## src/hw/rtl/b64_pkg.sv

```systemverilog
// ----------------------------------------------------------------------------
// b64_pkg
// Types, constants and alphabet functions shared by the base64 codec.
// ----------------------------------------------------------------------------
package b64_pkg;

  localparam int unsigned BURST_MAX = 4;

  localparam logic [7:0] PAD_CHAR = 8'h3D;

  localparam logic MODE_ENCODE = 1'b0;
  localparam logic MODE_DECODE = 1'b1;

  localparam logic REG_MODE = 1'b0;

  typedef struct packed {
    logic [7:0] data_byte;
    logic       is_last;
  } in_item_t;

  typedef struct packed {
    logic [7:0] out_byte;
    logic       out_last;
    logic       error;
  } out_item_t;

  typedef struct packed {
    out_item_t [BURST_MAX-1:0] items;
    logic [2:0]                count;
  } burst_t;

  function automatic logic [7:0] enc_char(input logic [5:0] s);
    logic [7:0] e;
    logic [7:0] c;
    e = {2'b00, s};
    if (s < 6'd26) begin
      c = e + 8'd65;
    end else if (s < 6'd52) begin
      c = e + 8'd71;
    end else if (s < 6'd62) begin
      c = e - 8'd4;
    end else if (s == 6'd62) begin
      c = 8'h2B;
    end else begin
      c = 8'h2F;
    end
    return c;
  endfunction

  function automatic logic [5:0] dec_sextet(input logic [7:0] c);
    logic [7:0] s;
    if (c >= 8'h41 && c <= 8'h5A) begin
      s = c - 8'd65;
    end else if (c >= 8'h61 && c <= 8'h7A) begin
      s = c - 8'd71;
    end else if (c >= 8'h30 && c <= 8'h39) begin
      s = c + 8'd4;
    end else if (c == 8'h2B) begin
      s = 8'd62;
    end else if (c == 8'h2F) begin
      s = 8'd63;
    end else begin
      s = 8'd0;
    end
    return s[5:0];
  endfunction

endpackage

```

## src/hw/rtl/b64_cfg.sv

```systemverilog
// ----------------------------------------------------------------------------
// b64_cfg
// APB register file holding the mode bit; flags a group clear on each write to it.
// ----------------------------------------------------------------------------
module b64_cfg import b64_pkg::*; (
  input  logic        clk,
  input  logic        rst,
  input  logic        psel,
  input  logic        penable,
  input  logic        pwrite,
  input  logic [2:0]  paddr,
  input  logic [31:0] pwdata,
  output logic [31:0] prdata,
  output logic        pready,
  output logic        mode,
  output logic        clear
);

  logic hit;

  assign pready = 1'b1;
  assign hit    = (paddr[2] == REG_MODE);
  assign clear  = psel & penable & pwrite & hit;
  assign prdata = hit ? {31'd0, mode} : 32'd0;

  always_ff @(posedge clk) begin
    if (rst) begin
      mode <= MODE_ENCODE;
    end else if (clear) begin
      mode <= pwdata[0];
    end
  end

  // low address bits and upper write-data bits are unused
  logic unused_addr;
  assign unused_addr = ^{paddr[1:0], pwdata[31:1]};

endmodule

```

## src/hw/rtl/b64_group.sv

```systemverilog
// ----------------------------------------------------------------------------
// b64_group
// Group gathering state and the single-pass encode/decode of one item.
// ----------------------------------------------------------------------------
module b64_group import b64_pkg::*; (
  input  logic     clk,
  input  logic     rst,
  input  logic     mode,
  input  logic     clear,
  input  logic     accept,
  input  in_item_t item,
  output burst_t   burst
);

  logic [23:0] acc;
  logic [1:0]  cnt;
  logic [1:0]  pad;
  logic [23:0] acc_next;
  logic [1:0]  cnt_next;
  logic [1:0]  pad_next;

  logic [23:0] acc_in;
  logic [23:0] acc_dec;
  logic [1:0]  cnt_enc;
  logic [1:0]  pad_cur;
  logic [5:0]  sx;
  logic        eq;
  logic [1:0]  npad;
  logic [2:0]  nbytes;
  logic [7:0]  b;
  logic        last;

  always_comb begin
    b        = item.data_byte;
    last     = item.is_last;
    burst    = '0;
    acc_next = acc;
    cnt_next = cnt;
    pad_next = pad;
    acc_in   = acc;
    acc_dec  = acc;
    cnt_enc  = cnt;
    eq       = (b == PAD_CHAR);
    sx       = eq ? 6'd0 : dec_sextet(b);
    pad_cur  = {pad[0], eq};
    npad     = {1'b0, pad_cur[0]} + {1'b0, pad_cur[1]};
    nbytes   = 3'd3;
    if (mode == MODE_ENCODE) begin
      if (cnt == 2'd3) begin
        acc_in  = '0;
        cnt_enc = 2'd0;
      end
      unique case (cnt_enc)
        2'd0:    acc_in[23:16] = b;
        2'd1:    acc_in[15:8]  = b;
        default: acc_in[7:0]   = b;
      endcase
      if (cnt_enc == 2'd2 || last) begin
        burst.count = 3'd4;
        burst.items[0].out_byte = enc_char(acc_in[23:18]);
        burst.items[1].out_byte = enc_char(acc_in[17:12]);
        burst.items[2].out_byte = (cnt_enc == 2'd0) ? PAD_CHAR : enc_char(acc_in[11:6]);
        burst.items[3].out_byte = (cnt_enc != 2'd2) ? PAD_CHAR : enc_char(acc_in[5:0]);
        burst.items[3].out_last = last;
        acc_next = '0;
        cnt_next = 2'd0;
        pad_next = 2'd0;
      end else begin
        acc_next = acc_in;
        cnt_next = cnt_enc + 2'd1;
      end
    end else begin
      unique case (cnt)
        2'd0:    acc_dec[23:18] = acc[23:18] | sx;
        2'd1:    acc_dec[17:12] = acc[17:12] | sx;
        2'd2:    acc_dec[11:6]  = acc[11:6]  | sx;
        default: acc_dec[5:0]   = acc[5:0]   | sx;
      endcase
      if (cnt == 2'd3) begin
        if (last) begin
          nbytes = 3'd3 - {1'b0, npad};
        end
        burst.count = nbytes;
        burst.items[0].out_byte = acc_dec[23:16];
        burst.items[1].out_byte = acc_dec[15:8];
        burst.items[2].out_byte = acc_dec[7:0];
        burst.items[0].out_last = last && nbytes == 3'd1;
        burst.items[1].out_last = last && nbytes == 3'd2;
        burst.items[2].out_last = last && nbytes == 3'd3;
        acc_next = '0;
        cnt_next = 2'd0;
        pad_next = 2'd0;
      end else if (last) begin
        burst.count = 3'd1;
        burst.items[0].out_last = 1'b1;
        burst.items[0].error    = 1'b1;
        acc_next = '0;
        cnt_next = 2'd0;
        pad_next = 2'd0;
      end else begin
        acc_next = acc_dec;
        cnt_next = cnt + 2'd1;
        pad_next = pad_cur;
      end
    end
  end

  always_ff @(posedge clk) begin
    if (rst || clear) begin
      acc <= '0;
      cnt <= 2'd0;
      pad <= 2'd0;
    end else if (accept) begin
      acc <= acc_next;
      cnt <= cnt_next;
      pad <= pad_next;
    end
  end

endmodule

```

## src/hw/rtl/b64_burst.sv

```systemverilog
// ----------------------------------------------------------------------------
// b64_burst
// Result buffer: holds the results of one item and sends them one per cycle while result_stall is low.
// ----------------------------------------------------------------------------
module b64_burst import b64_pkg::*; (
  input  logic      clk,
  input  logic      rst,
  input  logic      load,
  input  burst_t    burst,
  output logic      room,
  output logic      result_valid,
  input  logic      result_stall,
  output out_item_t result
);

  out_item_t [BURST_MAX-1:0] items;
  logic [2:0] remain;
  logic [1:0] idx;
  logic       take;

  assign result_valid = (remain != 3'd0);
  assign result       = items[idx];
  assign take         = result_valid & ~result_stall;
  assign room         = (remain == 3'd0) || (remain == 3'd1 && !result_stall);

  always_ff @(posedge clk) begin
    if (rst) begin
      remain <= 3'd0;
      idx    <= 2'd0;
    end else if (load && burst.count != 3'd0) begin
      remain <= burst.count;
      idx    <= 2'd0;
    end else if (take) begin
      remain <= remain - 3'd1;
      idx    <= idx + 2'd1;
    end
  end

  always_ff @(posedge clk) begin
    if (load && burst.count != 3'd0) begin
      items <= burst.items;
    end
  end

endmodule

```

## src/hw/rtl/base64_codec.sv

```systemverilog
// ----------------------------------------------------------------------------
// base64_codec
// Streaming base64 encoder/decoder with an APB mode register.
// ----------------------------------------------------------------------------
//  channel  | handshake                  | payload
//  item     | item_valid / item_stall    | in_item_t  (data_byte, is_last)
//  result   | result_valid / result_stall| out_item_t (out_byte, out_last, error)
//  apb      | psel, penable, pready      | paddr, pwdata, prdata
//
// An item is accepted while item_valid is high and item_stall is low; its
// results land in the result buffer on that edge and leave one per cycle
// while result_stall is low: 4 per encode group, 1 to 3 per decode group,
// 1 for a bad decode length. item_stall is high while more than one buffered
// result is still pending, or while one is pending and result_stall is high.
// Synchronous reset clears the mode to encode and empties group and buffer.
// ----------------------------------------------------------------------------
module base64_codec import b64_pkg::*; (
  input  logic        clk,
  input  logic        rst,
  input  logic        item_valid,
  output logic        item_stall,
  input  in_item_t    item,
  output logic        result_valid,
  input  logic        result_stall,
  output out_item_t   result,
  input  logic        psel,
  input  logic        penable,
  input  logic        pwrite,
  input  logic [2:0]  paddr,
  input  logic [31:0] pwdata,
  output logic [31:0] prdata,
  output logic        pready
);

  logic   mode;
  logic   clear;
  logic   room;
  logic   accept;
  burst_t burst;

  assign item_stall = ~room;
  assign accept     = item_valid & room;

  b64_cfg u_cfg (
    .clk     (clk),
    .rst     (rst),
    .psel    (psel),
    .penable (penable),
    .pwrite  (pwrite),
    .paddr   (paddr),
    .pwdata  (pwdata),
    .prdata  (prdata),
    .pready  (pready),
    .mode    (mode),
    .clear   (clear)
  );

  b64_group u_group (
    .clk    (clk),
    .rst    (rst),
    .mode   (mode),
    .clear  (clear),
    .accept (accept),
    .item   (item),
    .burst  (burst)
  );

  b64_burst u_burst (
    .clk          (clk),
    .rst          (rst),
    .load         (accept),
    .burst        (burst),
    .room         (room),
    .result_valid (result_valid),
    .result_stall (result_stall),
    .result       (result)
  );

endmodule

```

## config.mk

```make
export PLATFORM = sky130hd
export DESIGN_NAME = base64_codec
export DESIGN_NICKNAME = d
export VERILOG_FILES = /design/src/hw/rtl/b64_pkg.sv /design/src/hw/rtl/b64_cfg.sv /design/src/hw/rtl/b64_group.sv /design/src/hw/rtl/b64_burst.sv /design/src/hw/rtl/base64_codec.sv
export SDC_FILE = /design/constraint.sdc
export NUM_CORES = 1
export LEC_CHECK = 0
export BUFFER_PORTS_ARGS = -buffer_cell sky130_fd_sc_hd__buf_2
export CORE_ASPECT_RATIO = 0.8
export CORE_UTILIZATION = 60
export DETAILED_ROUTE_END_ITERATION = 7
export GPL_TIMING_DRIVEN = 0
export PLACE_DENSITY = 0.86
export SETUP_SLACK_MARGIN = 0.2
export SLEW_MARGIN = 15
export SYNTH_ARGS = -nofsm -noshare
export SYNTH_HDL_FRONTEND = slang
export SYNTH_SLANG_ARGS = --single-unit
```

## constraint.sdc

```tcl
create_clock -name clk -period 7.9 [get_ports clk]
set_input_delay 1.58 -clock clk [delete_from_list [all_inputs] [get_ports clk]]
set_output_delay 1.58 -clock clk [all_outputs]
set_load 0.01 [all_outputs]
```

* After elaboration in Yosys (flattened, before gate mapping)
Index checks and enable logic that the tools add are counted.
Storage, ports and cells: word-level logic and storage cells 185, bits of input ports 51, register bits after elaboration 70, output and inout port bits 45
Cells by class: add/subtract/negate cells 21, magnitude comparators 19, bitwise logic cells 14, muxes and demuxes 71, equal/unequal tests 17, reductions and logical operators 27
Operator list (number):
- 2-to-1 mux 8 bit | 26
- 2-to-1 mux 24 bit | 5
- 2-to-1 mux 6 bit | 11
- adder 6 x 7 -> 8 bit, second input constant | 8
- less-than comparator 6 bit, second input constant | 8
- 2-to-1 mux 3 bit | 12
- subtractor 6 x 3 -> 7 bit, second input constant | 4
- == test 6 bit, second input constant | 4
- == test 8 x 6 -> 1 bit, second input constant | 3
- less-than comparator 6 x 5 -> 1 bit, second input constant | 4
- bitwise OR 6 bit | 4
- binary-select mux 10 bit (select 2 bit) | 1
- 2-to-1 mux 9 bit | 2
- greater-or-equal comparator 8 x 7 -> 1 bit, second input constant | 2
- less-or-equal comparator 8 x 7 -> 1 bit, second input constant | 2
- 2-to-1 mux 2 bit | 6
- 2-to-1 mux 10 bit | 1
- greater-or-equal comparator 8 x 6 -> 1 bit, second input constant | 1
- less-or-equal comparator 8 x 6 -> 1 bit, second input constant | 1
- logical AND 1 bit | 8
- OR reduction 2 bit | 4
- adder 2 x 1 -> 2 bit, second input constant | 3
- adder 6 x 3 -> 6 bit, second input constant | 1
- == test 2 bit, second input constant | 3
- 22 further kinds | 45

* Depth between registers and ports, before layout
depth after elaboration 15, gate-level depth with buffers 15, gate-level depth less buffers 12

* By module
Synthesis repeated with hierarchy kept, for this count alone.
Second synthesis, totals: cells, all modules 800, area total of the unflattened synthesis 6811.5 µm²
By module, submodules not included:
- b64_group | area an instance 4705.8 µm², cells each 665, instances 1
- b64_burst | area an instance 1786.7 µm², cells each 93, instances 1
- b64_cfg | area an instance 309.0 µm², cells each 40, instances 1
- base64_codec | area an instance 10.0 µm², cells each 2, instances 1

* Worst setup path before layout
OpenSTA, ideal clock, no wires.
path kind input-to-reg, start point input item[2] in the netlist's numbering, end point register u_burst.remain[2], cell stages on the path 12, slack 3.148 ns, arrival time 4.666 ns, cell sequence clkbuf_1 buf_2 inv_1 ha_1 nand3_2 inv_1 ha_1 nand3_1 nand3b_1 a21oi_2 o22ai_1 a211oi_1
On the way: word-level cells in the longest chain between the ends 11
RTL lines:
- start, declared | line base64_codec.sv:22 | input in_item_t item,
- == test 8 x 6 -> 1 bit (*) | line b64_group.sv:43 | eq = (b == PAD_CHAR);
- adder 1 x 1 -> 2 bit (*) | line b64_group.sv:46 | npad = {1'b0, pad_cur[0]} + {1'b0, pad_cur[1]};
- subtractor 2 x 2 -> 3 bit (*) | line b64_group.sv:81 | nbytes = 3'd3 - {1'b0, npad};
- 2-to-1 mux 3 bit (*) | line b64_group.sv:80 | if (last) begin
- 2-to-1 mux 3 bit (*) | line b64_group.sv:79 | if (cnt == 2'd3) begin
- 2-to-1 mux 3 bit (*) | line b64_group.sv:48 | if (mode == MODE_ENCODE) begin
- 2-to-1 mux 3 bit (*) | line b64_group.sv:79
- 2-to-1 mux 3 bit (*) | line b64_group.sv:48
- nonzero test 3 bit | line b64_burst.sv:30 | end else if (load && burst.count != 3'd0) begin
- logical AND 1 bit | line b64_burst.sv:30
- 2-to-1 mux 3 bit or nonzero test 2 bit (tied branches)
- end signal, assigned | line b64_burst.sv:31 | remain <= burst.count;
- end signal, assigned | line b64_burst.sv:34 | remain <= remain - 3'd1;
- end, declared | line b64_burst.sv:17 | logic [2:0] remain;
Mark *: on every way between the ends. The rest lies on a longest branch, timed or not. The select of a mux whose other input is x is not followed. A chain may end at the register's enable or synchronous reset.

==> out/metrics.csv <==
metric;value;unit
status;finished, final reports clean;
critPathLaunch;item[2];
yosysUniqueCellTypes;87;
maxCapViolations;0;
ys.flop_type;edfxtp_1;
peakVddDrop;134;uV
r2r_setup_slack;4.03;ns
fmax;223;MHz
port-buffer-count;27;
drive_gt1_share;18.1;%
r2r-end;u_burst.items[5];
antenna_found_initial;0;
clk_latency;0.34;ns
place_inst;976;
path_clk_slew;0.06;ns
critPathBufInv;4;
drv_slew;0;
crit_top_cell;buf_2;
p_per_area;255;mW/mm^2
area_growth_syn_to_layout;11.2;%
synth_area;0.00649;mm^2
postCtsSetupRepairBufs;0;
finalClockSkew;0.00966;ns
hold_viol_final;0;
cp.required;7.96;ns
grt_usage;37.5;%
die_area;0.0112;mm^2
cts.repair.resized;0;
cts_tree;done;
cp_top_family;compound AO/OA/AOI/OAI gates;
period_needed;4.47;ns
first_global_vias;6028;
worst_hold_path_type;reg2reg;
place_hpwl;15600;um
synth_area_leaders;edfxtp_1 (17%), dfxtp_1 (10%), ha_1 (8.7%);
rsz0062_at_grt;false;
globalplace.congestion;0.977;
synth_warnings;0;
crit_type;in2reg;
drt-total-wl;20700;um
synth-seq-cells;70;
r2r-start;u_group.cnt[0];
initial_core_util;62.4;%
htree_levels;3;
clock_path_buffers;2;
cts_sinks;70;
cts_buffers;9;
post-route-drc-count;0;
postRouteAntennaNets;0;
grt_max_degree;29;
crit_path_end_kind;register;
rows;33;
critPathArrivalTime;4.54;ns
die_h;95.1;um
leakage;0.00284;uW
worst_slew_pin_slew;0.843;ns
finalCritPeriodShare;56.6;%
core-area;0.0104;mm^2
routed_via_density;6.60;
cts_root_buf;clkbuf_16;
start_kind;input port;
die_w;118;um
total_power;1840;uW
slew_headroom;43.5;%
grt_pass1_wl;32100;um
syn-instance-count;778;
ys_seq_area_share;27.3;%
layout_common_cells;a21oi_1 (69), nand2_1 (65), o21ai_0 (52), ha_1 (45), buf_2 (44);
globalRouteOverflowTotal;0;
hold_buffers;0;
synth_top_area_share;17.1;%
synth_edf_count;37;
finalSetupViolations;0;
path_cells;buf_2 > clkbuf_1 > buf_2 > inv_1 > ha_1 > nand2b_1 > a211o_1 > and4b_1 > a211oi_4 > a21oi_2 > o22ai_1;
multi_input_area;0.00423;mm^2
fin_nets;943;
async_reset_ff_share;0;%
final_common_cell;a21oi_1;
fillerInstances;889;
max_stage_delay;0.52;ns
slowest_stage;a211oi_4;
fin_tns_setup;0;ns
yosys.area.top_type;edfxtp_1;
vias;6552;
dr.pass1.iters;6;
wl_per_cell;20.9;um
worst-path-stages;11;
layoutNonFillerInstCount;993;
first_iter_violations;943;
reg2reg_depth;12;
seq_area;0.00177;mm^2
avgSynthCellArea;8.35;um^2
crit_fanout;10;
io_pins;96;
timing.critical_path.to;u_burst.items[8];
## synth_stat cells, types with 6 or more instances
cell      number
buf_4         36
edfxtp_1      37
nor3_1        22
nand4_1        6
o221ai_1       7
dfxtp_1       33
nand3b_1       7
a211oi_1       8
o21ai_0       52
nand2b_1      23
nor2b_1        8
a21oi_2       10
ha_1          45
mux4_2         9
inv_1         36
and2_1        14
buf_2         17
a21oi_1       69
a31oi_1       16
nor3b_1        6
o211ai_1       6
o22ai_1       17
nand2_1       65
nor2_1        35
o21a_1         6
clkbuf_1      25
o21ai_1        6
nand3_1       21
xnor2_1        7
## registers in the layout, summed over array words and instances (netlist names)
| name | cells |
|---|---|
| u_group.acc | 24 |
| u_burst.items | 37 |
| u_group.cnt | 2 |
| u_burst.remain | 3 |
| u_cfg.mode | 1 |
| u_burst.idx | 2 |
| u_group.pad | 1 |
## worst min-delay path, cell delays in order (launching register included)
cell,delay (ns)
dfxtp_1,0.33
inv_1,0.05
o21ai_0,0.07
## cells by family (layout without fill, tap and decap cells)
logic type / count (synthesis) / in the layout / synth area share (%)
adder cells (fa/ha/maj): 45 / 45 / 8.67
multiplexers: 20 / 20 / 4.93
AND/OR/NAND/NOR: 255 / 255 / 22.0
XOR/XNOR: 11 / 11 / 1.48
AO/OA/AOI/OAI: 255 / 255 / 26.0
other: 2 / 33 / 0.116
flip-flops: 70 / 70 / 27.3
buffers and inverters: 120 / 164 / 9.46
## area by class of cell
type                            instances  share of cell area, %
Buffer                                 81                   6.48
Timing Repair Buffer                   28                   2.25
Tap cell                              140                   2.42
Clock inverter                          6                  0.554
Multi-Input combinational cell        618                   58.5
Sequential cell                        70                   24.5
Antenna cell                            1                 0.0346
Clock buffer                           10                   3.17
Inverter                               39                   2.03
## worst min path at each step
| stage | startpoint | to | slack [ns] | cells past startpoint |
|---|---|---|---|---|
| finish | u_group.acc[6] | u_group.acc[6] | 0.49 | 2 |
| global route | u_group.pad[0] | u_group.pad[0] | 0.52 | 2 |
| CTS | u_group.acc[6] | u_group.acc[6] | 0.49 | 2 |
| detailed placement | u_group.acc[6] | u_group.acc[6] | 0.48 | 2 |
| global placement | u_group.acc[6] | u_group.acc[6] | 0.47 | 2 |
| floorplan | u_group.acc[7] | u_group.acc[7] | 0.45 | 2 |
## stage by stage
stage          cell area (um^2)  setup slack (ns)  hold slack, ns  utilization [%]
2_1_floorplan              6610              3.15           0.450                -
3_3_place_gp               6920              2.24           0.471             66.5
3_5_place_dp               6950              3.26           0.477             66.8
4_1_cts                    7220              3.59           0.488             69.4
5_1_grt                    7220              3.35           0.519             69.4
6_report                   7220              3.43           0.493             69.4
## report_power, final
group	total, uW	internal (uW)	leakage, uW	switching (uW)
Clock	373	212	0.000132	161
Sequential	524	473	0.000616	51.1
Combinational	945	344	0.00209	600
Total	1840	1030	0.00284	812
## per-layer routing
metal | track usage [%] | wire, um | vias up
li1 | - | - | 2956
met1 | 47.3 | 8090 | 3065
met2 | 59.5 | 9110 | 455
met3 | 11.4 | 2780 | 76
met4 | 17.4 | 755 | 0
met5 | 0 | 0 | -
(Power assumes the default switching activity.)
